--- src/rtl/ncbf_pkg.sv ---
// shared constants, types and helpers of the neighbour compare bit feature unit
// no dependencies
`timescale 1ns / 1ps

package ncbf_pkg;

  localparam int MAX_WIDTH  = 2048;
  localparam int MAX_HEIGHT = 2048;

  localparam int PIX_W = 8;
  localparam int CFG_W = 12;    // width of the geometry registers
  localparam int SEL_W = 3;
  localparam int COL_W = $clog2(MAX_WIDTH);
  localparam int ROW_W = $clog2(MAX_HEIGHT);
  localparam int W_EW  = COL_W + 1;   // holds the frame width itself
  localparam int H_EW  = ROW_W + 1;
  localparam int OUT_ROW_W = 11;
  localparam int OUT_COL_W = 11;

  localparam logic [CFG_W-1:0] RST_FRAME_WIDTH  = 12'd640;
  localparam logic [CFG_W-1:0] RST_FRAME_HEIGHT = 12'd480;
  localparam logic [SEL_W-1:0] RST_NB_SELECT    = 3'd0;

  typedef enum logic [1:0] {
    REG_FRAME_WIDTH      = 2'd0,
    REG_FRAME_HEIGHT     = 2'd1,
    REG_NEIGHBOUR_SELECT = 2'd2
  } cfg_reg_t;

  // item in the cycle after its line store read
  typedef struct packed {
    logic                 valid;
    logic                 emit;
    logic                 last;
    logic [ROW_W-1:0]     row_m1;
    logic [COL_W-1:0]     col_m1;
    logic [COL_W-1:0]     addr;
    logic [PIX_W-1:0]     px;
  } s1_t;

  typedef struct packed {
    logic                 last;
    logic [OUT_COL_W-1:0] col;
    logic [OUT_ROW_W-1:0] row;
    logic                 bit_val;
  } res_t;

  // window slot of a neighbour, slots in raster order with the centre at 4
  function automatic logic [3:0] win_index(input logic [SEL_W-1:0] sel);
    logic [3:0] idx;
    idx = {1'b0, sel};
    if (sel >= 3'd4) begin
      idx = {1'b0, sel} + 4'd1;
    end
    return idx;
  endfunction

endpackage

--- src/rtl/ncbf_window.sv ---
// 3x3 pixel window and neighbour compare
// depends on ncbf_pkg
`timescale 1ns / 1ps

module ncbf_window (
  input  logic                       clk,
  input  logic                       rst_n,
  input  logic                       shift,
  input  logic [ncbf_pkg::PIX_W-1:0] up,
  input  logic [ncbf_pkg::PIX_W-1:0] lo,
  input  logic [ncbf_pkg::PIX_W-1:0] px,
  input  logic [ncbf_pkg::SEL_W-1:0] sel,
  output logic                       feature_bit
);

  logic [ncbf_pkg::PIX_W-1:0] win_r   [9];
  logic [ncbf_pkg::PIX_W-1:0] win_nxt [9];

  // rows oldest first, newest column on the right
  always_comb begin
    win_nxt[0] = win_r[1];
    win_nxt[1] = win_r[2];
    win_nxt[2] = up;
    win_nxt[3] = win_r[4];
    win_nxt[4] = win_r[5];
    win_nxt[5] = lo;
    win_nxt[6] = win_r[7];
    win_nxt[7] = win_r[8];
    win_nxt[8] = px;
  end

  always_ff @(posedge clk) begin
    if (!rst_n) begin
      for (int i = 0; i < 9; i++) begin
        win_r[i] <= '0;
      end
    end else if (shift) begin
      for (int i = 0; i < 9; i++) begin
        win_r[i] <= win_nxt[i];
      end
    end
  end

  assign feature_bit = win_nxt[ncbf_pkg::win_index(sel)] < win_nxt[4];

endmodule

--- config.mk ---
export PLATFORM = sky130hd
export DESIGN_NAME = ncbf_window
export DESIGN_NICKNAME = d
export VERILOG_FILES = /design/src/rtl/ncbf_pkg.sv /design/src/rtl/ncbf_window.sv
export SDC_FILE = /design/constraint.sdc
export NUM_CORES = 1
export LEC_CHECK = 0
export BUFFER_PORTS_ARGS = -buffer_cell sky130_fd_sc_hd__buf_2
export CAP_MARGIN = 5
export CORE_MARGIN = 8
export CORE_UTILIZATION = 44
export DETAILED_ROUTE_END_ITERATION = 16
export SLEW_MARGIN = 20
export SYNTH_ARGS = -nofsm -noshare
export SYNTH_HDL_FRONTEND = slang
export SYNTH_SLANG_ARGS = --single-unit
--- constraint.sdc ---
create_clock -name clk -period 5.4 [get_ports clk]
set_clock_uncertainty 0.05 [all_clocks]
set_input_delay 1.08 -clock clk [delete_from_list [all_inputs] [get_ports clk]]
set_output_delay 1.08 -clock clk [all_outputs]
set_load 0.02 [all_outputs]
==> results <==
- The flow ran to the end, and the final reports show no timing, DRC or antenna violations.
- The die extent in y is 94.4 um.
- For this block, the initial DRC count from the detailed router was between 100 and 150.
- The wire-length estimate of the detail-placed layout is 4040 um.
- The launching element type of the critical path is a primary input.
- Input and output buffers added on the ports amount to 30.
- The number of nets in the synthesized netlist is 268.
- The startpoint of the worst-slack reg-to-reg timing path is win_r[5][1].
- The share of synthesized area in the top cell type comes to 0.533.
- Including well taps, the total number of placed cells is between 300 and 400.
- The analysis attributes to cell leakage a power of about 0.0014 uW.
- The wire length of the first global-routing pass is approximately 9800 um.
- The row count is 28.
- The floorplan step set the die width to 94.4 um.
- The worst hold path begins at win_r[8][2].
- The most frequent cell after synthesis is sky130_fd_sc_hd__and3_1.
- The post-route setup TNS is 0 ps.
- The TritonCTS clock tree is yes.
- The number of nets in the layout is 296.
- Headroom to the max-slew limit came out at 0.505.
- The number of iterations in the first detailed-routing pass is 4.
- The final number of max-transition violations was 0.
- After technology mapping, the gate count stands at between 200 and 250.
- The number of cells on the worst reg-to-reg path is 1.
- The highest ir drop seen on vdd is 0.000141 V.
- The post-route fraction of the period consumed by the critical path is 0.951.
- The tool flagged a number of max-cap violations equal to 0.
- The tree built by TritonCTS fans out to 48 sinks.
- The completed layout was analyzed and its total power is between 800 and 900 uW.
- The post-route non-filler standard cell count is between 300 and 400.
- For this configuration, the core starts out at a cell density of 0.456.
- The number of antenna violations at the first check in global routing is 0.
- The met1 track demand over resource in global routing is 0.198.
- The standard cell area after detailed placement is 2930 um^2.
- The post-synthesis to final-layout area growth is 11.9%.
- In the routed layout, each cell is associated on average with a via count of 5.62.
- The all-layer global routing usage is 0.143.
- The final setup violation count is 0.
- The critical path data arrival time is roughly 4000 ps.
- For the pin with the worst max-slew slack, the measured transition is 742 ps.
- The Yosys warning count is 0.
- The worst setup path is captured at an output port.
- The synthesized cell area is 2700 um^2.
- Clock-pin slew was measured on the worst setup and hold paths at 80 ps.
- Counting instances in the post-synthesis netlist gives the leading cell types as sky130_fd_sc_hd__and3_1 (56), sky130_fd_sc_hd__edfxtp_1 (48), sky130_fd_sc_hd__nand2_1 (25).
- The type of the tightest min-delay check is register to register.
- The leftover overflow at the end of global routing is 0.
- In the final layout, the registers with the most flip-flops are win_r x48.
- The cell accounting for the most synthesized area is sky130_fd_sc_hd__edfxtp_1.
- The total length of routed wires is between 6000 and 7000 um.
- In this run the post-CTS setup repair buffer count came out at 0.
- The total I/O pin count is 31.
- The via count of the first global-routing pass came to 1,899.
- The antenna cell count is 0.
- At the later pin of the worst-skew pair, clock insertion delay measures ~300 ps.
- The residual antenna-violating net count after detailed routing is 0.
- Detailed routing inserted a total of approximately 1.9k vias.
- The clock tree synthesis step divided the H-tree into 2 levels.
- For hold timing, the worst endpoint is win_r[7][2].
- The worst reg2reg path endpoint is win_r[4][1].
- The met2 track demand over resource is 0.213.
- The timing startpoint of the critical path is sel[0].
- The register name with the most flops is win_r.
- The sequential-to-total area share from yosys stat is 0.533.
- The met3 routing resource usage after global routing is 0.0389.
- Setup repair after global routing left no endpoint under its margin.
- The required time at the endpoint of the critical path is 4270 ps.
- The clock passes through at most 2 buffers.
- The layout has 552 filler cells.
- The highest achievable clock rate is 0.195 GHz.
- For this run, design rule violations remaining after detail routing come to 0.
- Sorting the synthesized cells by area gives the leading types as sky130_fd_sc_hd__edfxtp_1 (53%), sky130_fd_sc_hd__and3_1 (13%), sky130_fd_sc_hd__mux4_2 (5.8%).
- The number of gates resized after CTS was 0.
- The final weighted congestion of routability-driven global placement is about 0.84.
- The average cell area after synthesis is ~12 um^2.
- Counting instances, the worst hold path has a depth of 1.
- The most frequently used flop master after synthesis is sky130_fd_sc_hd__edfxtp_1.
- Of the cells placed in the final design, the portion with a size suffix greater than 1 is 0.226.
- Clock tree synthesis inserted a total of 5 buffers.
- After layout, the minimum clock period comes to 5130 ps.
- Entering global routing, the biggest net connects 50 pins.
- The slack of the worst reg-to-reg path is 4520 ps.
- The highest fanout seen on the critical path is 9.
- The average wire per cell in the routed design is 18.3 um.
- The synthesized design contains 48 register bits.
- The number of hold violations in the final report is 0.
- The post-layout instance area is around 3000 um^2.
- The quantity of hold-fixing buffers added after cts is 0.
- The flip-flop count of the largest register, all copies and words added is 48.
- The fraction of synthesis flops using an asynchronous set or reset pin is 0.
- The die covers 8910 um^2.
- CTS placed an instance of sky130_fd_sc_hd__clkbuf_8 at the clock tree root.
- Synthesis instantiated 33 different standard cells from the library.
- The global routing stage identified its most utilized layer as met2.
- The area of the core region is 5920 um^2.
- The worst setup path is of the primary input to output port kind.
- The number of enable flip-flop cells after synthesis is 48.
- For this design the ratio of total power to cell area is 272 nW/um^2.
[area by class of cell]
type	instances	area, um^2	area share
Clock buffer	6	72.6	0.0240
Clock inverter	1	5.00	0.00166
Inverter	11	41.3	0.0137
Multi-Input combinational cell	156	1180	0.391
Sequential cell	48	1440	0.477
Tap cell	75	93.8	0.0310
Timing Repair Buffer	35	188	0.0621
[through the flow]
step	worst slack, ps	utilization	hold slack [ps]
2_1_floorplan	592	-	492
5_1_grt	26.3	0.511	549
4_1_cts	87.0	0.508	534
3_3_place_gp	99.5	0.494	506
3_5_place_dp	86.2	0.495	513
6_report	265	0.511	535
[per-layer routing]
metal | share of wire | up-vias
met1 | 0.48 | 891
met3 | 0.052 | 4
met5 | 0 | -
met4 | 0.0076 | 0
li1 | - | 928
met2 | 0.46 | 42
[kinds of logic (layout without fill, tap and decap cells)]
kind of cell	Yosys count	after routing	share of synthesized area
fa+ha+maj	9	9	0.0417
compound gates	37	37	0.100
mux	9	9	0.0704
buf+inv	25	53	0.0380
simple gates	99	99	0.196
flops	48	48	0.533
xor+xnor	2	2	0.0204
[critical path: stages]
cell and delay (ps):
sky130_fd_sc_hd__buf_2 150, sky130_fd_sc_hd__inv_1 90, sky130_fd_sc_hd__ha_1 360, sky130_fd_sc_hd__mux2i_4 370, sky130_fd_sc_hd__mux4_2 270, sky130_fd_sc_hd__nor2_1 40
sky130_fd_sc_hd__a2111oi_1 280, sky130_fd_sc_hd__ha_1 330, sky130_fd_sc_hd__a21oi_1 150, sky130_fd_sc_hd__nand2_1 110, sky130_fd_sc_hd__a2111oi_2 400, sky130_fd_sc_hd__a31o_1 210
sky130_fd_sc_hd__buf_2 160
[cell usage in the layout, fill, tap and decap left out, types with 2 or more instances in the layout]
cell type	netlist	layout
sky130_fd_sc_hd__a21oi_1	10	10
sky130_fd_sc_hd__a2111oi_2	1	3
sky130_fd_sc_hd__nand2_1	25	25
sky130_fd_sc_hd__mux4_2	7	7
sky130_fd_sc_hd__edfxtp_1	48	48
sky130_fd_sc_hd__buf_2	1	30
sky130_fd_sc_hd__o21ai_0	6	6
sky130_fd_sc_hd__nand2b_1	3	2
sky130_fd_sc_hd__o221ai_1	3	3
sky130_fd_sc_hd__nor2b_1	2	2
sky130_fd_sc_hd__nand3_1	2	2
sky130_fd_sc_hd__ha_1	9	8
sky130_fd_sc_hd__clkbuf_8	0	5
sky130_fd_sc_hd__and3_1	56	56
sky130_fd_sc_hd__inv_1	10	10
sky130_fd_sc_hd__buf_4	2	5
sky130_fd_sc_hd__a2111oi_1	6	6
sky130_fd_sc_hd__nor2_1	10	10
sky130_fd_sc_hd__o21ai_1	2	2
[worst max path at each step]
| stage | slack (ps) | endpoint | depth (start not counted) |
|---|---|---|---|
| final | 270 | feature_bit | 13 |
| after global routing | 30 | feature_bit | 13 |
| after CTS | 90 | feature_bit | 13 |
| after detailed placement | 90 | feature_bit | 13 |
| after global placement | 100 | feature_bit | 13 |
| after floorplan | 590 | feature_bit | 12 |
[report_power, final]
| part | switching, uW | internal, uW |
|---|---|---|
| clock network | 116 | 88.3 |
| registers | 10.9 | 440 |
| logic | 94.4 | 73.5 |
| total | 221 | 602 |
Note: power is estimated with default switching activity, not from simulation.
