### config.mk
export PLATFORM = sky130hd
export DESIGN_NAME = ncbf_pos
export DESIGN_NICKNAME = d
export VERILOG_FILES = /design/src/rtl/ncbf_pkg.sv /design/src/rtl/ncbf_pos.sv
export SDC_FILE = /design/constraint.sdc
export NUM_CORES = 1
export LEC_CHECK = 0
export BUFFER_PORTS_ARGS = -buffer_cell sky130_fd_sc_hd__buf_2
export CORE_MARGIN = 3
export CORE_UTILIZATION = 56
export DETAILED_ROUTE_END_ITERATION = 16
export PLACE_DENSITY = 0.79
export SYNTH_ARGS = -nofsm -noshare
export SYNTH_HDL_FRONTEND = slang
export SYNTH_SLANG_ARGS = --single-unit
export TNS_END_PERCENT = 1
### constraint.sdc
create_clock -name clk -period 9.39 [get_ports clk]
set_input_delay 0.4695 -clock clk [delete_from_list [all_inputs] [get_ports clk]]
set_output_delay 0.4695 -clock clk [all_outputs]
set_load 0.005 [all_outputs]
### src/rtl/ncbf_pkg.sv
// shared constants, types and helpers of the neighbour compare bit feature unit
// no dependencies
`timescale 1ns / 1ps

package ncbf_pkg;

  localparam int MAX_WIDTH  = 2048;
  localparam int MAX_HEIGHT = 2048;

  localparam int PIX_W = 8;
  localparam int CFG_W = 12;    // width of the geometry registers
  localparam int SEL_W = 3;
  localparam int COL_W = $clog2(MAX_WIDTH);
  localparam int ROW_W = $clog2(MAX_HEIGHT);
  localparam int W_EW  = COL_W + 1;   // holds the frame width itself
  localparam int H_EW  = ROW_W + 1;
  localparam int OUT_ROW_W = 11;
  localparam int OUT_COL_W = 11;

  localparam logic [CFG_W-1:0] RST_FRAME_WIDTH  = 12'd640;
  localparam logic [CFG_W-1:0] RST_FRAME_HEIGHT = 12'd480;
  localparam logic [SEL_W-1:0] RST_NB_SELECT    = 3'd0;

  typedef enum logic [1:0] {
    REG_FRAME_WIDTH      = 2'd0,
    REG_FRAME_HEIGHT     = 2'd1,
    REG_NEIGHBOUR_SELECT = 2'd2
  } cfg_reg_t;

  // item in the cycle after its line store read
  typedef struct packed {
    logic                 valid;
    logic                 emit;
    logic                 last;
    logic [ROW_W-1:0]     row_m1;
    logic [COL_W-1:0]     col_m1;
    logic [COL_W-1:0]     addr;
    logic [PIX_W-1:0]     px;
  } s1_t;

  typedef struct packed {
    logic                 last;
    logic [OUT_COL_W-1:0] col;
    logic [OUT_ROW_W-1:0] row;
    logic                 bit_val;
  } res_t;

  // window slot of a neighbour, slots in raster order with the centre at 4
  function automatic logic [3:0] win_index(input logic [SEL_W-1:0] sel);
    logic [3:0] idx;
    idx = {1'b0, sel};
    if (sel >= 3'd4) begin
      idx = {1'b0, sel} + 4'd1;
    end
    return idx;
  endfunction

endpackage

### src/rtl/ncbf_pos.sv
// raster position counters, line store read address and stage one register
// depends on ncbf_pkg
`timescale 1ns / 1ps

module ncbf_pos (
  input  logic                       clk,
  input  logic                       rst_n,
  input  logic                       accept,
  input  logic [ncbf_pkg::PIX_W-1:0] px,
  input  logic [ncbf_pkg::CFG_W-1:0] cfg_width,
  input  logic [ncbf_pkg::CFG_W-1:0] cfg_height,
  output logic [ncbf_pkg::COL_W-1:0] rd_addr,
  output ncbf_pkg::s1_t              s1
);

  logic [ncbf_pkg::W_EW-1:0]  w_eff;
  logic [ncbf_pkg::H_EW-1:0]  h_eff;
  logic [ncbf_pkg::COL_W-1:0] col_r, col_nxt;
  logic [ncbf_pkg::ROW_W-1:0] row_r, row_nxt;
  logic [ncbf_pkg::W_EW-1:0]  c_ext, c_inc;
  logic [ncbf_pkg::H_EW-1:0]  r_ext, r_inc;
  logic [ncbf_pkg::COL_W-1:0] c;
  logic [ncbf_pkg::ROW_W-1:0] r;
  ncbf_pkg::s1_t              s1_r, s1_nxt;

  // saturate geometry to the supported range
  always_comb begin
    if (32'(cfg_width) > ncbf_pkg::MAX_WIDTH) begin
      w_eff = ncbf_pkg::W_EW'(ncbf_pkg::MAX_WIDTH);
    end else if (cfg_width < 12'd3) begin
      w_eff = ncbf_pkg::W_EW'(3);
    end else begin
      w_eff = ncbf_pkg::W_EW'(cfg_width);
    end
    if (32'(cfg_height) > ncbf_pkg::MAX_HEIGHT) begin
      h_eff = ncbf_pkg::H_EW'(ncbf_pkg::MAX_HEIGHT);
    end else if (cfg_height < 12'd3) begin
      h_eff = ncbf_pkg::H_EW'(3);
    end else begin
      h_eff = ncbf_pkg::H_EW'(cfg_height);
    end
  end

  always_comb begin
    // fold a position left beyond a shrunk geometry
    c_ext = {1'b0, col_r};
    r_ext = {1'b0, row_r};
    if (c_ext >= w_eff) begin
      c_ext = '0;
      r_ext = {1'b0, row_r} + 1'b1;
    end
    if (r_ext >= h_eff) begin
      r_ext = '0;
    end
    c = c_ext[ncbf_pkg::COL_W-1:0];
    r = r_ext[ncbf_pkg::ROW_W-1:0];

    c_inc = {1'b0, c} + 1'b1;
    r_inc = {1'b0, r} + 1'b1;
    if (c_inc >= w_eff) begin
      col_nxt = '0;
      row_nxt = (r_inc >= h_eff) ? '0 : r_inc[ncbf_pkg::ROW_W-1:0];
    end else begin
      col_nxt = c_inc[ncbf_pkg::COL_W-1:0];
      row_nxt = r;
    end

    s1_nxt.valid  = accept;
    s1_nxt.emit   = (r >= ncbf_pkg::ROW_W'(2)) && (c >= ncbf_pkg::COL_W'(2));
    s1_nxt.last   = ({1'b0, r} == h_eff - 1'b1) && ({1'b0, c} == w_eff - 1'b1);
    s1_nxt.row_m1 = r - 1'b1;
    s1_nxt.col_m1 = c - 1'b1;
    s1_nxt.addr   = c;
    s1_nxt.px     = px;
  end

  always_ff @(posedge clk) begin
    if (!rst_n) begin
      col_r <= '0;
      row_r <= '0;
    end else if (accept) begin
      col_r <= col_nxt;
      row_r <= row_nxt;
    end
  end

  always_ff @(posedge clk) begin
    if (!rst_n) begin
      s1_r.valid <= 1'b0;
    end else begin
      s1_r.valid <= accept;
    end
    if (accept) begin
      s1_r.emit   <= s1_nxt.emit;
      s1_r.last   <= s1_nxt.last;
      s1_r.row_m1 <= s1_nxt.row_m1;
      s1_r.col_m1 <= s1_nxt.col_m1;
      s1_r.addr   <= s1_nxt.addr;
      s1_r.px     <= s1_nxt.px;
    end
  end

  assign rd_addr = c;
  assign s1      = s1_r;

endmodule

==> flow_metrics.tcl, run 1 <==
set metrics [dict create \
    row_count 36 \
    crit_required_ps 9670 \
    tns_ps 0 \
    ios 90 \
    p_leak_nw 2.767 \
    worst_setup_path_end_kind "flop" \
    slowest_delay_ps 750 \
    finalNetCount 824 \
    antenna_found_initial 0 \
    die_y_um 107.7 \
    crit_path_start_kind "primary input" \
    worst_pin_slew_ps 1061 \
    final_cell_mix "buf_2 (89), nand2_1 (77), ha_1 (56)" \
    worst-r2r-setup-slack_ps 1540 \
    fillerInstances 869 \
    synthTopCellsByArea "edfxtp_1 (22%), ha_1 (12%), dfxtp_1 (8.0%)" \
    synth-edff-count 43 \
    syn2layout_area_growth_pct 11.54 \
    worstSkewPairLatency_ps 350 \
    seq_area_sq_um 1752 \
    synth_top_cell_by_area "edfxtp_1" \
    cp_common_cell "ha_1" \
    synth-seq-cells 66 \
    multi_input_area_sq_um 3737 \
    clk_pin_slew_ps 80 \
    syn-mean-instance-area_sq_um 8.681 \
    post-place-cells 855 \
    rsz0062_at_grt "no" \
    port_buffers 89 \
    initial_core_util 0.5843 \
    status "completed" \
    crit_path_start "cfg_width[7]" \
    seq_area_frac_synth 0.3025 \
    netlist_area_sq_um 5791 \
    cts_hold_buf 0 \
    layout_commonest_cell "buf_2" \
    drive_gt1_frac 0.1775 \
    maxSlewHeadroom 0.2881 \
    core_area_sq_um 9910 \
    met3WireLength_um 1375 \
    cp_max_fo 12 \
    ir_drop_v 0.00008592 \
    wl_met2_um 6985 \
    hold_class "in -> reg" \
    ctsLongestPathBuffers 2 \
    drt-met1-wl_um 7258 \
    top_layer "met4" \
    slew_viol_final 0 \
    overflow 0 \
    crit_slowest_cell "nor4_1" \
    power.total_uw 780.8 \
    cts_buffers 9 \
    async_reset_ff_frac 0 \
    yosysWarnings 0 \
    instances_no_fill 871 \
    setup_viol 0 \
    dr.pass1.iters 6 \
    critPathKind "in -> reg" \
    dpl.hpwl_um 12620 \
    dieArea_sq_um 11600 \
    postSynthCellCount 667 \
    arrival_ps 8840 \
    grt_start_max_net_pins 61 \
    cts.sinks 66 \
    cts_root_buffer "clkbuf_8" \
    hold_end "s1[6]" \
    grt_pass1_vias 4936 \
    cts_tree "done" \
    cts_setup_buffers 0 \
    synthDominantCellAreaShare 0.2230 \
    rr_endpoint "row_r[5]" \
    period_share 0.9115 \
    drc 0 \
    drtIter0Drc 431 \
    r2r_cells 25 \
    track_usage 0.2811 \
    p_per_area_nw_per_um2 120.9 \
    reg2reg_from "col_r[9]" \
    gp_congestion 0.9414 \
    num_vias 5445 \
    vias_per_cell 6.251 \
    whs_path_depth 1 \
    post_cts_resized 0 \
    n_antenna_cell 0 \
    synthesis.nets 758 \
    skew_ps 13.41 \
    max_clock_freq_ghz 0.1168 \
    die-width_um 107.7 \
    worstHoldStart "px[6]" \
    ys.flop_type "edfxtp_1" \
    cap_viol_max_count 0 \
    ant_nets 0 \
    yosys.cell_types.count 80 \
    wirelength_um 15980 \
    hold_viol_final 0 \
    wire_per_inst_um 18.35 \
    htree_levels 3 \
    grt_first_pass_wirelength_um 25700 \
    finalCriticalPeriod_ps 8559 \
]
==> kinds of logic (layout without fill, tap and decap cells) <==
logic type                 Yosys count  after routing  synth area share
and+or+nand+nor                    258            258            0.2336
AOI/OAI and AO/OA                  158            158            0.1936
buffers and inverters               68            139           0.05207
DFF                                 66             66            0.3025
adders and majority gates           56             56            0.1210
xor gates and xnor gates            56             56           0.08859
muxes                                5              5          0.008643
==> flip-flops by register name, summed over array words and instances (netlist names) <==
name,cells
col_r,11
s1,44
row_r,11
==> routing by layer <==
metal | up-vias | GRT usage
met5 | - | 0
met4 | 0 | 0.08927
met3 | 30 | 0.03719
met2 | 282 | 0.4285
met1 | 2542 | 0.4123
li1 | 2591 | -
==> critical path, delay by kind of cell <==
family | cells | cell delay, ps
compound gates | 13 | 3680
simple gates | 8 | 2570
fa+ha+maj | 4 | 1130
buf+inv | 4 | 540
xor+xnor | 2 | 430
==> where the power goes <==
| group | leakage (nW) | total [mW] | switching, mW | internal, mW |
|---|---|---|---|---|
| registers | 0.604 | 0.344 | 0.00946 | 0.334 |
| logic | 2.07 | 0.194 | 0.116 | 0.0780 |
| clock network | 0.0967 | 0.243 | 0.108 | 0.135 |
| total | 2.77 | 0.781 | 0.233 | 0.547 |
==> cell usage after synthesis (7+ instances only) <==
library cell / count
nand4_1: 10
nor4_1: 11
o21ai_0: 30
nand2b_1: 10
dfxtp_1: 23
o21ai_1: 9
nand2_1: 77
edfxtp_1: 43
o211ai_1: 7
nor2_1: 49
inv_1: 25
a21oi_1: 20
a211oi_1: 11
and2_1: 12
xnor2_1: 36
buf_4: 12
xor2_1: 17
clkbuf_1: 26
nand3_1: 16
or3_1: 9
a22o_1: 10
nor3_1: 13
and3_1: 14
ha_1: 56
a31oi_1: 9
==> cell type report <==
cell class,count,area share
inverter,27,0.01569
multi-input combinational,533,0.5787
tap,133,0.02577
timing repair buffer,96,0.07710
clock inverter,5,0.008136
sequential,66,0.2712
clock buffer,11,0.02344
==> how the worst max path moves through the flow <==
stage               endpoint  depth (start not counted)
finish              row_r[5]                         31
CTS                 row_r[5]                         31
detailed placement  row_r[5]                         31
floorplan           row_r[5]                         31
global route        row_r[5]                         31
global placement    row_r[5]                         31
==> per-stage QoR <==
stage / hold WS, ps / instance area, sq um / worst slack, ps / utilization
floorplan: 505.0 / 5791 / 2092 / -
global placement: 546.0 / 6255 / 924.2 / 0.6312
detailed placement: 556.1 / 6255 / 698.9 / 0.6312
CTS: 285.7 / 6459 / 1039 / 0.6518
global route: 294.1 / 6459 / 9.940 / 0.6518
finish: 288.9 / 6459 / 830.6 / 0.6518
Note: power is estimated with default switching activity, not from simulation.
==> run 2, diff against run 1 <==
==> constraint.sdc (replaced) <==
create_clock -name clk -period 9.39 [get_ports clk]
set_input_delay 0.939 -clock clk [delete_from_list [all_inputs] [get_ports clk]]
set_output_delay 0.939 -clock clk [all_outputs]
set_load 0.005 [all_outputs]
==> run 2 against run 1 <==
  * Clock skew decreased by 6.7 ps
  * Highest routed layer unchanged
  * Fmax increased by 4.0%
  * Clock power is 7% lower
  * Combinational power is essentially flat
  * Wire length down 0.73%
  * Hold slack better by 300 ps
  * Via count decreased by 0.18%
  * Sequential power about the same
  * Critical path type unchanged
  * Non-clock buffer count is 6 higher
  * Critical endpoint unchanged
  * Sequential share of layout area decreased by 0.13 points
  * Design area grew 0.46%
==> flow_metrics.tcl, run 2 (synthesis gave the netlist of run 1 again) <==
set metrics [dict create \
    swShare 0.2899 \
    grt_first_pass_wirelength_um 25520 \
    rsz0062_at_grt "no" \
    max_clock_freq_ghz 0.1215 \
    drtIter0Drc 416 \
    p_per_area_nw_per_um2 118.1 \
    maxSlewHeadroom 0.5453 \
    cts.sinks 66 \
    arrival_ps 8480 \
    overflow 0 \
    cts_setup_buffers 0 \
    slowest_delay_ps 560 \
    core_area_sq_um 9910 \
    drive_gt1_frac 0.1828 \
    hold_class "reg -> reg" \
    cap_viol_max_count 0 \
    finalCriticalPeriod_ps 8228 \
    layout_commonest_cell "buf_2" \
    post_cts_resized 0 \
    critPathKind "in -> reg" \
    syn2layout_area_growth_pct 12.06 \
    finalNetCount 830 \
    crit_path_start_kind "primary input" \
    combPwrFrac 0.257 \
    slew_viol_final 0 \
    p_switching_uw 222.1 \
    grt_pass1_vias 5001 \
    worstSkewPairLatency_ps 330 \
    ios 90 \
    antenna_found_initial 0 \
    htree_levels 3 \
    initial_core_util 0.5843 \
    preCtsSetupSlack_ps 1061 \
    p_leak_nw 2.798 \
    die_y_um 107.7 \
    worst_pin_slew_ps 677.2 \
    pwr-share-clk 0.295 \
    n_antenna_cell 0 \
    worst_setup_path_end_kind "flop" \
    final_util 0.6548 \
    setup_viol 0 \
    crit_required_ps 9650 \
    hold_viol_final 0 \
    vias_per_cell 6.197 \
    largest_register_ffs 44 \
    status "completed" \
    drc 0 \
    port_buffers 89 \
    fillerInstances 867 \
    cts_root_buffer "clkbuf_8" \
    clk_pin_slew_ps 70 \
    die-width_um 107.7 \
    tns_ps 0 \
    cp_common_cell "ha_1" \
    cts_buffers 9 \
    dr.pass1.iters 5 \
    p_seq_frac 0.448 \
    grt_start_max_net_pins 61 \
    period_share 0.8762 \
    cts_hold_buf 0 \
    crit_slowest_cell "a31oi_2" \
    dieArea_sq_um 11600 \
    row_count 36 \
    final_cell_mix "buf_2 (89), nand2_1 (77), ha_1 (56)" \
    ir_drop_v 0.00009813 \
    ant_nets 0 \
    wire_per_inst_um 18.09 \
    track_usage 0.2785 \
    cp_max_fo 12 \
    dpl.hpwl_um 12580 \
    intPower_uw 544.0 \
    ctsLongestPathBuffers 2 \
    layout_setup_ws_ps 1162 \
    wirelength_um 15860 \
    gp_congestion 0.9750 \
    num_vias 5435 \
    skew_ps 6.706 \
    cts_tree "done" \
]
==> run 2: power groups by stage <==
stage                     logic [mW]  clock network [mW]  registers (mW)
after floorplan                0.123                   0           0.350
after global placement         0.191                   0           0.349
after detailed placement       0.194                   0           0.350
after CTS                      0.195               0.231           0.344
after global routing           0.220               0.242           0.346
final                          0.197               0.226           0.344
==> run 2: layout make-up <==
class	instances	area [sq um]	area share
clock buffer	13	148.9	0.02295
clock inverter	3	40.04	0.006170
inverter	27	101.3	0.01562
multi-input combinational	533	3737	0.5760
sequential	66	1752	0.2700
tap	133	166.4	0.02565
timing repair buffer	102	543.0	0.08369
==> run 2: stage by stage <==
| stage | area, sq um | hold slack, ps | total power, mW | std cells |
|---|---|---|---|---|
| floorplan | 5791 | 505.0 | 0.4730 | 667 |
| global placement | 6300 | 563.9 | 0.5400 | 861 |
| detailed placement | 6300 | 556.9 | 0.5439 | 861 |
| CTS | 6489 | 581.2 | 0.7694 | 877 |
| global route | 6489 | 637.7 | 0.8074 | 877 |
| finish | 6489 | 593.7 | 0.7660 | 877 |
==> run 2: path summary, 6_finish.rpt <==
path / startpoint / to / slack [ps] / cells after the start
worst min-delay path: row_r[0] / row_r[0] / 590 / 1
worst max-delay path: cfg_width[9] / row_r[5] / 1160 / 31
worst max register to register: col_r[9] / row_r[5] / 2050 / 25
worst min register to register: row_r[0] / row_r[0] / 590 / 1
==> run 2: metal layers <==
layer / wire (um) / track usage / vias to the layer above
met5: 0 / 0 / -
met4: 377 / 0.09919 / 0
met2: 6969 / 0.4294 / 306
met3: 1441 / 0.04079 / 31
li1: - / - / 2596
met1: 7073 / 0.3967 / 2502
==> run 2: worst max-delay path: cells and delay by family <==
kind	cells	cell delay, ps
buffers and inverters	4	590
XOR/XNOR	2	440
AO/OA/AOI/OAI	13	3450
adder cells (fa/ha/maj)	4	1090
AND/OR/NAND/NOR	8	1980
