[config.mk]
export PLATFORM = sky130hd
export DESIGN_NAME = ncbf_out_fifo
export DESIGN_NICKNAME = d
export VERILOG_FILES = /design/src/rtl/ncbf_pkg.sv /design/src/rtl/ncbf_out_fifo.sv
export SDC_FILE = /design/constraint.sdc
export NUM_CORES = 1
export LEC_CHECK = 0
export BUFFER_PORTS_ARGS = -buffer_cell sky130_fd_sc_hd__buf_2
export CAP_MARGIN = 10
export CORE_MARGIN = 5
export CORE_UTILIZATION = 40
export CTS_CLUSTER_SIZE = 16
export DETAILED_ROUTE_END_ITERATION = 10
export MAX_ROUTING_LAYER = met4
export PLACE_DENSITY = 0.6
export SKIP_CTS_REPAIR_TIMING = 1
export SLEW_MARGIN = 20
export SYNTH_ARGS = -nofsm -noshare
export SYNTH_HDL_FRONTEND = slang
export SYNTH_SLANG_ARGS = --single-unit
[constraint.sdc]
create_clock -name clk -period 6.2 [get_ports clk]
set_clock_uncertainty 0.05 [all_clocks]
set_input_delay 1.24 -clock clk [delete_from_list [all_inputs] [get_ports clk]]
set_output_delay 1.24 -clock clk [all_outputs]
set_load 0.05 [all_outputs]
[src/rtl/ncbf_pkg.sv]
// shared constants, types and helpers of the neighbour compare bit feature unit
// no dependencies
`timescale 1ns / 1ps

package ncbf_pkg;

  localparam int MAX_WIDTH  = 2048;
  localparam int MAX_HEIGHT = 2048;

  localparam int PIX_W = 8;
  localparam int CFG_W = 12;    // width of the geometry registers
  localparam int SEL_W = 3;
  localparam int COL_W = $clog2(MAX_WIDTH);
  localparam int ROW_W = $clog2(MAX_HEIGHT);
  localparam int W_EW  = COL_W + 1;   // holds the frame width itself
  localparam int H_EW  = ROW_W + 1;
  localparam int OUT_ROW_W = 11;
  localparam int OUT_COL_W = 11;

  localparam logic [CFG_W-1:0] RST_FRAME_WIDTH  = 12'd640;
  localparam logic [CFG_W-1:0] RST_FRAME_HEIGHT = 12'd480;
  localparam logic [SEL_W-1:0] RST_NB_SELECT    = 3'd0;

  typedef enum logic [1:0] {
    REG_FRAME_WIDTH      = 2'd0,
    REG_FRAME_HEIGHT     = 2'd1,
    REG_NEIGHBOUR_SELECT = 2'd2
  } cfg_reg_t;

  // item in the cycle after its line store read
  typedef struct packed {
    logic                 valid;
    logic                 emit;
    logic                 last;
    logic [ROW_W-1:0]     row_m1;
    logic [COL_W-1:0]     col_m1;
    logic [COL_W-1:0]     addr;
    logic [PIX_W-1:0]     px;
  } s1_t;

  typedef struct packed {
    logic                 last;
    logic [OUT_COL_W-1:0] col;
    logic [OUT_ROW_W-1:0] row;
    logic                 bit_val;
  } res_t;

  // window slot of a neighbour, slots in raster order with the centre at 4
  function automatic logic [3:0] win_index(input logic [SEL_W-1:0] sel);
    logic [3:0] idx;
    idx = {1'b0, sel};
    if (sel >= 3'd4) begin
      idx = {1'b0, sel} + 4'd1;
    end
    return idx;
  endfunction

endpackage

[src/rtl/ncbf_out_fifo.sv]
// two entry result queue in front of the output channel
// depends on ncbf_pkg
`timescale 1ns / 1ps

module ncbf_out_fifo (
  input  logic           clk,
  input  logic           rst_n,
  input  logic           push,
  input  ncbf_pkg::res_t push_data,
  input  logic           pop,
  output logic           valid,
  output ncbf_pkg::res_t data,
  output logic [1:0]     count
);

  ncbf_pkg::res_t ent_r [2];
  logic           wp_r, rp_r;
  logic [1:0]     cnt_r;
  logic           do_pop;

  assign do_pop = pop && (cnt_r != 2'd0);

  always_ff @(posedge clk) begin
    if (!rst_n) begin
      wp_r  <= 1'b0;
      rp_r  <= 1'b0;
      cnt_r <= 2'd0;
    end else begin
      if (push) begin
        wp_r <= ~wp_r;
      end
      if (do_pop) begin
        rp_r <= ~rp_r;
      end
      cnt_r <= cnt_r + {1'b0, push} - {1'b0, do_pop};
    end
    if (push) begin
      ent_r[wp_r] <= push_data;
    end
  end

  assign valid = (cnt_r != 2'd0);
  assign data  = ent_r[rp_r];
  assign count = cnt_r;

endmodule

==> flow_metrics.tcl, run 1 <==
set metrics [dict create \
    synth.distinct_cells 16 \
    track_usage 0.106 \
    status "completed" \
    hp-class "flip-flop to flip-flop" \
    yosysMostFrequentCell "edfxtp_1" \
    leakage_uw 0.00100 \
    hold_path_depth 2 \
    rows 26 \
    relSlewSlack 0.487 \
    areaGrowthSynthToFinish_pct 20.7 \
    ioPinCount 55 \
    synthTopCellsByCount "edfxtp_1, mux2_4, dfxtp_1" \
    grt_max_degree 26 \
    seq_area_frac_synth 0.743 \
    rsz0062_at_grt "no" \
    synth_fp_nets 127 \
    vias 1031 \
    synth_edf_count 48 \
    met1_usage 0.105 \
    numCtsBuffers 5 \
    hpwl_um 2410 \
    critical_path.reg2reg.endpoint "count[1]$_SDFF_PN0_" \
    ant_nets 0 \
    wl_per_cell_um 14.7 \
    die_x_um 82.0 \
    power_density_nw_per_um2 399 \
    r2r_cells 6 \
    top_usage_layer "met2" \
    fin_nets 187 \
    clkSinkCount 53 \
    async_flop_share 0 \
    synth_top_cell_by_area "edfxtp_1" \
    coreArea_um2 5070 \
    drive_gt1_frac 0.573 \
    cts.reportedPaths.clkPinSlew_ns 0.08 \
    drt_pass1_iterations 4 \
    finalSetupViolations 0 \
    min_period_over_period 0.490 \
    gp_routability_congestion 0.594 \
    die-area_um2 6730 \
    synth_top_area_share 0.694 \
    cts_root_buf "clkbuf_8" \
    io_buffers 54 \
    initial_core_util 0.409 \
    grt-ovfl-total 0 \
    routed_wl_um 3350 \
    die_height_um 82.0 \
    yosys_register_bits 53 \
    finalWorstSetupSlack_ns 3.16 \
    pre_cts_slack_ns 3.43 \
    max_freq_mhz 329 \
    syn-instance-count 97 \
    crit_type "flip-flop to output port" \
    drtIter0Drc 51 \
    drc 0 \
    cap_violations 0 \
    worstPathRequired_ns 4.91 \
    critPathArrivalTime_ns 1.75 \
    cts_max_path_buffers 2 \
    r2r_start "count[1]$_SDFF_PN0_" \
    grt_first_pass_wirelength_um 5150 \
    via_per_inst 4.54 \
    ys_warn_count 0 \
    synth.area.top_cells "edfxtp_1, mux2_4, dfxtp_1" \
    grt_pass1_vias 1122 \
    max-vdd-ir-drop_mv 0.329 \
    layout_min_cycle_time_ns 3.04 \
    antenna_found_initial 0 \
    cp-end-kind "output port" \
    antenna_cells 0 \
    start_kind "flip-flop" \
    cts-htree-levels 2 \
    tightest_slew_ns 0.770 \
    cp_max_fo 24 \
    clk_latency_ns 0.29 \
    met3_usage 0.0395 \
    syn_area_per_cell_um2 21.4 \
    setup-tns-final_ns 0 \
    min_from "rp_r$_SDFFE_PN0P_" \
    finalHoldViolations 0 \
    syn_area_um2 2080 \
    fin_util 0.494 \
    rrSetupSlack_ns 4.70 \
    cts_tree "yes" \
    use_met2 0.194 \
    dominantRegCellSynth "edfxtp_1" \
    maxSlewViolCount 0 \
]
[layout by cell type, fill, tap and decap left out, drive strengths merged]
master and count:
and2 2, buf 56, bufinv 1, clkbuf 5
clkinv 1, dfxtp 5, edfxtp 48, ha 2
inv 2, mux2 24, mux2i 2, nand2 1
nand2b 1, nor2b 3, o21a 2, or2 1
xnor3 1
[area by class of cell]
class	count	area, um^2
fill	451	2570
sequential	53	1540
multi-input combinational	39	478
timing repair buffer	56	285
tap	70	87.6
clock buffer	5	68.8
clock inverter	2	35.0
inverter	2	7.51
[power breakdown]
group          total, uW  internal (uW)  switching [uW]
registers            454            419            35.4
logic                329            121             208
clock network        217            117            99.3
[registers in the layout, indices dropped and copies added, names as in the netlist, named ones only]
name   cells
wp_r       1
rp_r       1
ent_r     48
count      2
[worst max-delay path by stage]
stage                     startpoint               endpoint  cells after the start  slack [ns]
after floorplan                 push  ent_r[0][0]$_DFFE_PP_                      1        3.36
after global placement     flip-flop                data[2]                      2        3.45
after detailed placement   flip-flop                data[1]                      2        3.43
after CTS                  flip-flop                data[1]                      2        3.10
after global routing       flip-flop                data[2]                      2        3.05
final                      flip-flop                data[2]                      2        3.16
[stage by stage]
stage | power, uW | std cells | cell area [um^2] | hold slack (ns)
after floorplan | 748 | 97 | 2080 | 0.402
after global placement | 788 | 220 | 2400 | 0.403
after detailed placement | 799 | 220 | 2400 | 0.427
after CTS | 1020 | 227 | 2500 | 0.439
after global routing | 1040 | 227 | 2500 | 0.451
final | 1000 | 227 | 2500 | 0.433
[worst max-delay path, stage by stage (launching register included)]
cell     delay, ns
dfxtp_2       0.83
mux2_2        0.40
buf_2         0.21
[cell families after synthesis]
| group | synth area share |
|---|---|
| adders and majority gates | 0.0121 |
| xor gates and xnor gates | 0.0108 |
| buffers and inverters | 0.0283 |
| muxes | 0.176 |
| DFF | 0.743 |
| AOI/OAI and AO/OA | 0.00723 |
| and+or+nand+nor | 0.0229 |
[layer usage]
layer,vias up,wire [um]
met4,0,15
met5,-,0
met1,511,1200
li1,484,-
met3,2,261
met2,34,1870
No activity file was read; power rests on OpenSTA's default activity.
==> run 2: changes to the inputs <==
==> constraint.sdc (replaced) <==
create_clock -name clk -period 2.8 [get_ports clk]
set_clock_uncertainty 0.05 [all_clocks]
set_input_delay 0.56 -clock clk [delete_from_list [all_inputs] [get_ports clk]]
set_output_delay 0.56 -clock clk [all_outputs]
set_load 0.05 [all_outputs]
==> run 2 against run 1 <==
Flip-flop and latch count did not move. Non-clock buffer count rose by 1. Core utilization fell by 0.27 points. Clock power grew 83%.
==> flow_metrics.tcl, run 2 (same netlist as run 1, synthesis figures left out) <==
set metrics [dict create \
    seqCellArea_um2 1540 \
    setup-tns-final_ns 0 \
    cts_root_buf "clkbuf_8" \
    dp.cells 221 \
    max_freq_mhz 452 \
    tightest_slew_ns 0.434 \
    die_height_um 82.0 \
    track_usage 0.110 \
    min_period_over_period 0.790 \
    status "completed" \
    fin_cells 229 \
    cts.reportedPaths.clkPinSlew_ns 0.09 \
    r2r_cells 6 \
    io_buffers 54 \
    placed_cell_area_um2 2410 \
    finalSetupViolations 0 \
    initial_core_util 0.409 \
    cts_tree "yes" \
    antenna_cells 0 \
    relSlewSlack 0.711 \
    clkPwrFrac 0.186 \
    power.total_uw 2140 \
    ant_nets 0 \
    vias 1022 \
    antenna_found_initial 0 \
    via_per_inst 4.46 \
    netSwitchingFraction 0.359 \
    hpwl_um 2410 \
    r2r_start "count[1]$_SDFF_PN0_" \
    hold_path_depth 1 \
    multi_input_area_um2 478 \
    grt_pass1_vias 1145 \
    min_delay_worst_endpoint "ent_r[1][20]$_DFFE_PP_" \
    pwr-share-seq 0.445 \
    clkSinkCount 53 \
    min_from "push_data[20]" \
    drc 0 \
    layout_common_cells "buf_2, edfxtp_1, mux2_4, clkbuf_8" \
    post-route-cell-area_um2 2490 \
    layout_commonest_cell "buf_2" \
    coreArea_um2 5070 \
    crit_chain "buf_4, mux2_2, buf_2" \
    die_x_um 82.0 \
    cap_violations 0 \
    drt_pass1_iterations 4 \
    p_int_uw 1370 \
    die-area_um2 6730 \
    grt-ovfl-total 0 \
    grt_max_degree 26 \
    cp-end-kind "output port" \
    fillers 465 \
    clk_latency_ns 0.29 \
    grt_first_pass_wirelength_um 5310 \
    numCtsBuffers 5 \
    worstPathRequired_ns 2.19 \
    wl_per_cell_um 14.9 \
    ioPinCount 55 \
    rows 26 \
    finalWorstSetupSlack_ns 0.587 \
    cp_max_fo 24 \
    rsz0062_at_grt "no" \
    hp-class "input pin to flip-flop" \
    rrSetupSlack_ns 1.29 \
    finalHoldViolations 0 \
    critPathBufInv 2 \
    pwr-share-comb 0.369 \
    crit_type "flip-flop to output port" \
    drtIter0Drc 54 \
    crit_slowest_cell "mux2_2" \
    pre_cts_slack_ns 0.900 \
    critical_path.reg2reg.endpoint "count[1]$_SDFF_PN0_" \
    largest_reg_flops 48 \
    drive_gt1_frac 0.572 \
    routed_wl_um 3420 \
    cpLargestDelayFamily "buffers and inverters" \
    max-vdd-ir-drop_mv 0.702 \
    fin_nets 188 \
    regMostFlops "ent_r" \
    layout_min_cycle_time_ns 2.21 \
    p_sw_uw 769 \
    start_kind "flip-flop" \
    cts-htree-levels 2 \
    maxSlewViolCount 0 \
    areaGrowthSynthToFinish_pct 20.0 \
    power_density_nw_per_um2 860 \
    leakage_uw 0.000996 \
    critPathArrivalTime_ns 1.60 \
    cpPeakStageDelay_ns 0.38 \
    gp_routability_congestion 0.616 \
    cts_max_path_buffers 2 \
]
[run 2: cell count changes in the layout (fill, tap and decap cells not counted), sizes merged]
cell,delta
buf,+1
bufinv,-1
clkbuf,+1
clkinv,+1
[run 2: layout make-up]
| class | instances | share of cell area |
|---|---|---|
| Clock buffer | 6 | 0.0291 |
| Multi-Input combinational cell | 39 | 0.192 |
| Timing Repair Buffer | 57 | 0.118 |
| Tap cell | 70 | 0.0352 |
| Sequential cell | 53 | 0.619 |
| Inverter | 2 | 0.00301 |
| Clock inverter | 2 | 0.00402 |
[run 2: stage by stage]
step,utilization,hold WS [ns]
2_1_floorplan,-,0.402
3_3_place_gp,0.475,0.404
3_5_place_dp,0.475,0.442
4_1_cts,0.491,0.387
5_1_grt,0.491,0.386
6_report,0.491,0.402
[run 2: per-layer routing]
metal,GRT usage,vias to the layer above,routed length [um]
met4,0.0449,0,15
met5,-,-,0
met3,0.0296,2,179
met2,0.198,31,1920
met1,0.112,501,1300
li1,-,488,-
[run 2: power by group through the flow]
| stage | sequential, uW | combinational [uW] | clock (uW) |
|---|---|---|---|
| 6_report | 954 | 790 | 398 |
| 5_1_grt | 962 | 832 | 441 |
| 4_1_cts | 955 | 803 | 414 |
| 3_5_place_dp | 974 | 802 | 0 |
| 3_3_place_gp | 967 | 783 | 0 |
| 2_1_floorplan | 1020 | 640 | 0 |
[run 2: worst max path at each step]
stage                         start                     to  slack, ns  cells past startpoint
after floorplan                push  ent_r[0][0]$_DFFE_PP_       0.64                      1
after global placement    flip-flop                data[2]       0.92                      3
after detailed placement  flip-flop               data[23]       0.90                      3
after CTS                 flip-flop                data[1]       0.57                      3
after global routing      flip-flop                data[2]       0.52                      3
final                     flip-flop                data[2]       0.59                      3
==> run 3: changes to the inputs <==
--- a/config.mk
+++ b/config.mk
@@ -12,7 +12,7 @@
 export CTS_CLUSTER_SIZE = 16
 export DETAILED_ROUTE_END_ITERATION = 10
 export MAX_ROUTING_LAYER = met4
-export PLACE_DENSITY = 0.6
+export PLACE_DENSITY = 0.63
 export SKIP_CTS_REPAIR_TIMING = 1
 export SLEW_MARGIN = 20
 export SYNTH_ARGS = -nofsm -noshare
==> constraint.sdc (replaced) <==
create_clock -name clk -period 1.85 [get_ports clk]
set_clock_uncertainty 0.05 [all_clocks]
set_input_delay 0.37 -clock clk [delete_from_list [all_inputs] [get_ports clk]]
set_output_delay 0.37 -clock clk [all_outputs]
set_load 0.05 [all_outputs]
==> run 3 against run 2 <==
Routed wire length shrank 1.2%. Die area did not move. Setup slack lost 0.53 ns. Total power up 56%. Combinational power up 56%.
==> flow_metrics.tcl, run 3 (same netlist as run 1, synthesis figures left out) <==
set metrics [dict create \
    track_usage 0.108 \
    cts_max_path_buffers 2 \
    power_density_nw_per_um2 1300 \
    wl_per_cell_um 14.6 \
    io_buffers 54 \
    ant_nets 0 \
    cts-htree-levels 2 \
    clkSinkCount 53 \
    fin_util 0.505 \
    hold_ws_ns 0.210 \
    rows 26 \
    hp-class "input pin to flip-flop" \
    largest_reg_flops 48 \
    cts_root_buf "clkbuf_8" \
    critPathArrivalTime_ns 1.37 \
    tightest_slew_ns 0.354 \
    antenna_cells 0 \
    areaGrowthSynthToFinish_pct 23.4 \
    hpwl_um 2530 \
    fin_nets 190 \
    initial_core_util 0.409 \
    placed_cell_area_um2 2460 \
    cp_max_fo 12 \
    grt_pass1_vias 1126 \
    cts.reportedPaths.clkPinSlew_ns 0.09 \
    fin_cells 231 \
    die-area_um2 6730 \
    crit_slowest_cell "dfxtp_2" \
    rsz0062_at_grt "no" \
    grt-ovfl-total 0 \
    start_kind "flip-flop" \
    drtIter0Drc 33 \
    cp-end-kind "output port" \
    grt_max_degree 21 \
    clk_latency_ns 0.29 \
    worstPathRequired_ns 1.43 \
    vias 1024 \
    max-vdd-ir-drop_mv 0.903 \
    critPathBufInv 2 \
    relSlewSlack 0.763 \
    max_freq_mhz 557 \
    layout_commonest_cell "buf_2" \
    cap_violations 0 \
    numCtsBuffers 5 \
    min_period_over_period 0.970 \
    crit_chain "buf_12, mux2_2, buf_2" \
    layout_common_cells "buf_2, edfxtp_1, mux2_4, clkbuf_8" \
    layout_min_cycle_time_ns 1.79 \
    status "completed" \
    ioPinCount 55 \
    finalSetupViolations 0 \
    maxSlewViolCount 0 \
    gp_routability_congestion 0.641 \
    die_height_um 82.0 \
    pre_cts_slack_ns 0.252 \
    finalHoldViolations 0 \
    grt_first_pass_wirelength_um 5210 \
    drc 0 \
    post-route-cell-area_um2 2560 \
    leakage_uw 0.00102 \
    drt_pass1_iterations 4 \
    cts_tree "yes" \
    fillers 435 \
    crit_type "flip-flop to output port" \
    cpPeakStageDelay_ns 0.37 \
    via_per_inst 4.43 \
    routed_wl_um 3380 \
    cpLargestDelayFamily "flip-flops" \
    drive_gt1_frac 0.578 \
    coreArea_um2 5070 \
    die_x_um 82.0 \
    antenna_found_initial 0 \
    regMostFlops "ent_r" \
    dp.cells 223 \
    finalWorstSetupSlack_ns 0.0557 \
]
[run 3: layout make-up]
cell class	count	area, um^2	share of cell area
clock buffers	7	86.3	0.0337
clock inverters	1	7.51	0.00293
inverters	2	7.51	0.00293
multi-input cells	39	478	0.187
flip-flops and latches	53	1540	0.602
well taps	70	87.6	0.0342
repair buffers	59	353	0.138
[run 3: worst paths after layout]
kind                                     startpoint                     end  slack [ns]  depth (start not counted)
worst max-delay path                      flip-flop                 data[2]        0.06                          3
worst max register to register  count[1]$_SDFF_PN0_     count[1]$_SDFF_PN0_        0.34                          6
worst min register to register    rp_r$_SDFFE_PN0P_               flip-flop        0.44                          2
worst min-delay path                  push_data[22]  ent_r[0][22]$_DFFE_PP_        0.21                          1
[run 3: per-layer routing]
metal,up-vias,global-route usage,wire (um)
li1,494,-,-
met1,495,0.117,1360
met2,31,0.191,1770
met3,4,0.0285,211
met4,0,0.0399,36
met5,-,-,0
[run 3: metrics by stage]
step	total power, uW	setup TNS (ns)
2_1_floorplan	2510	0
3_3_place_gp	2690	0
3_5_place_dp	2720	0
4_1_cts	3360	-0.839
5_1_grt	3490	0
6_report	3340	0
[run 3: power breakdown]
part	switching [uW]	leakage [uW]	total (uW)	internal, uW
combinational	782	0.000482	1230	452
sequential	48.0	0.000492	1450	1400
clock	347	0.0000445	651	304
total	1180	0.00102	3340	2160
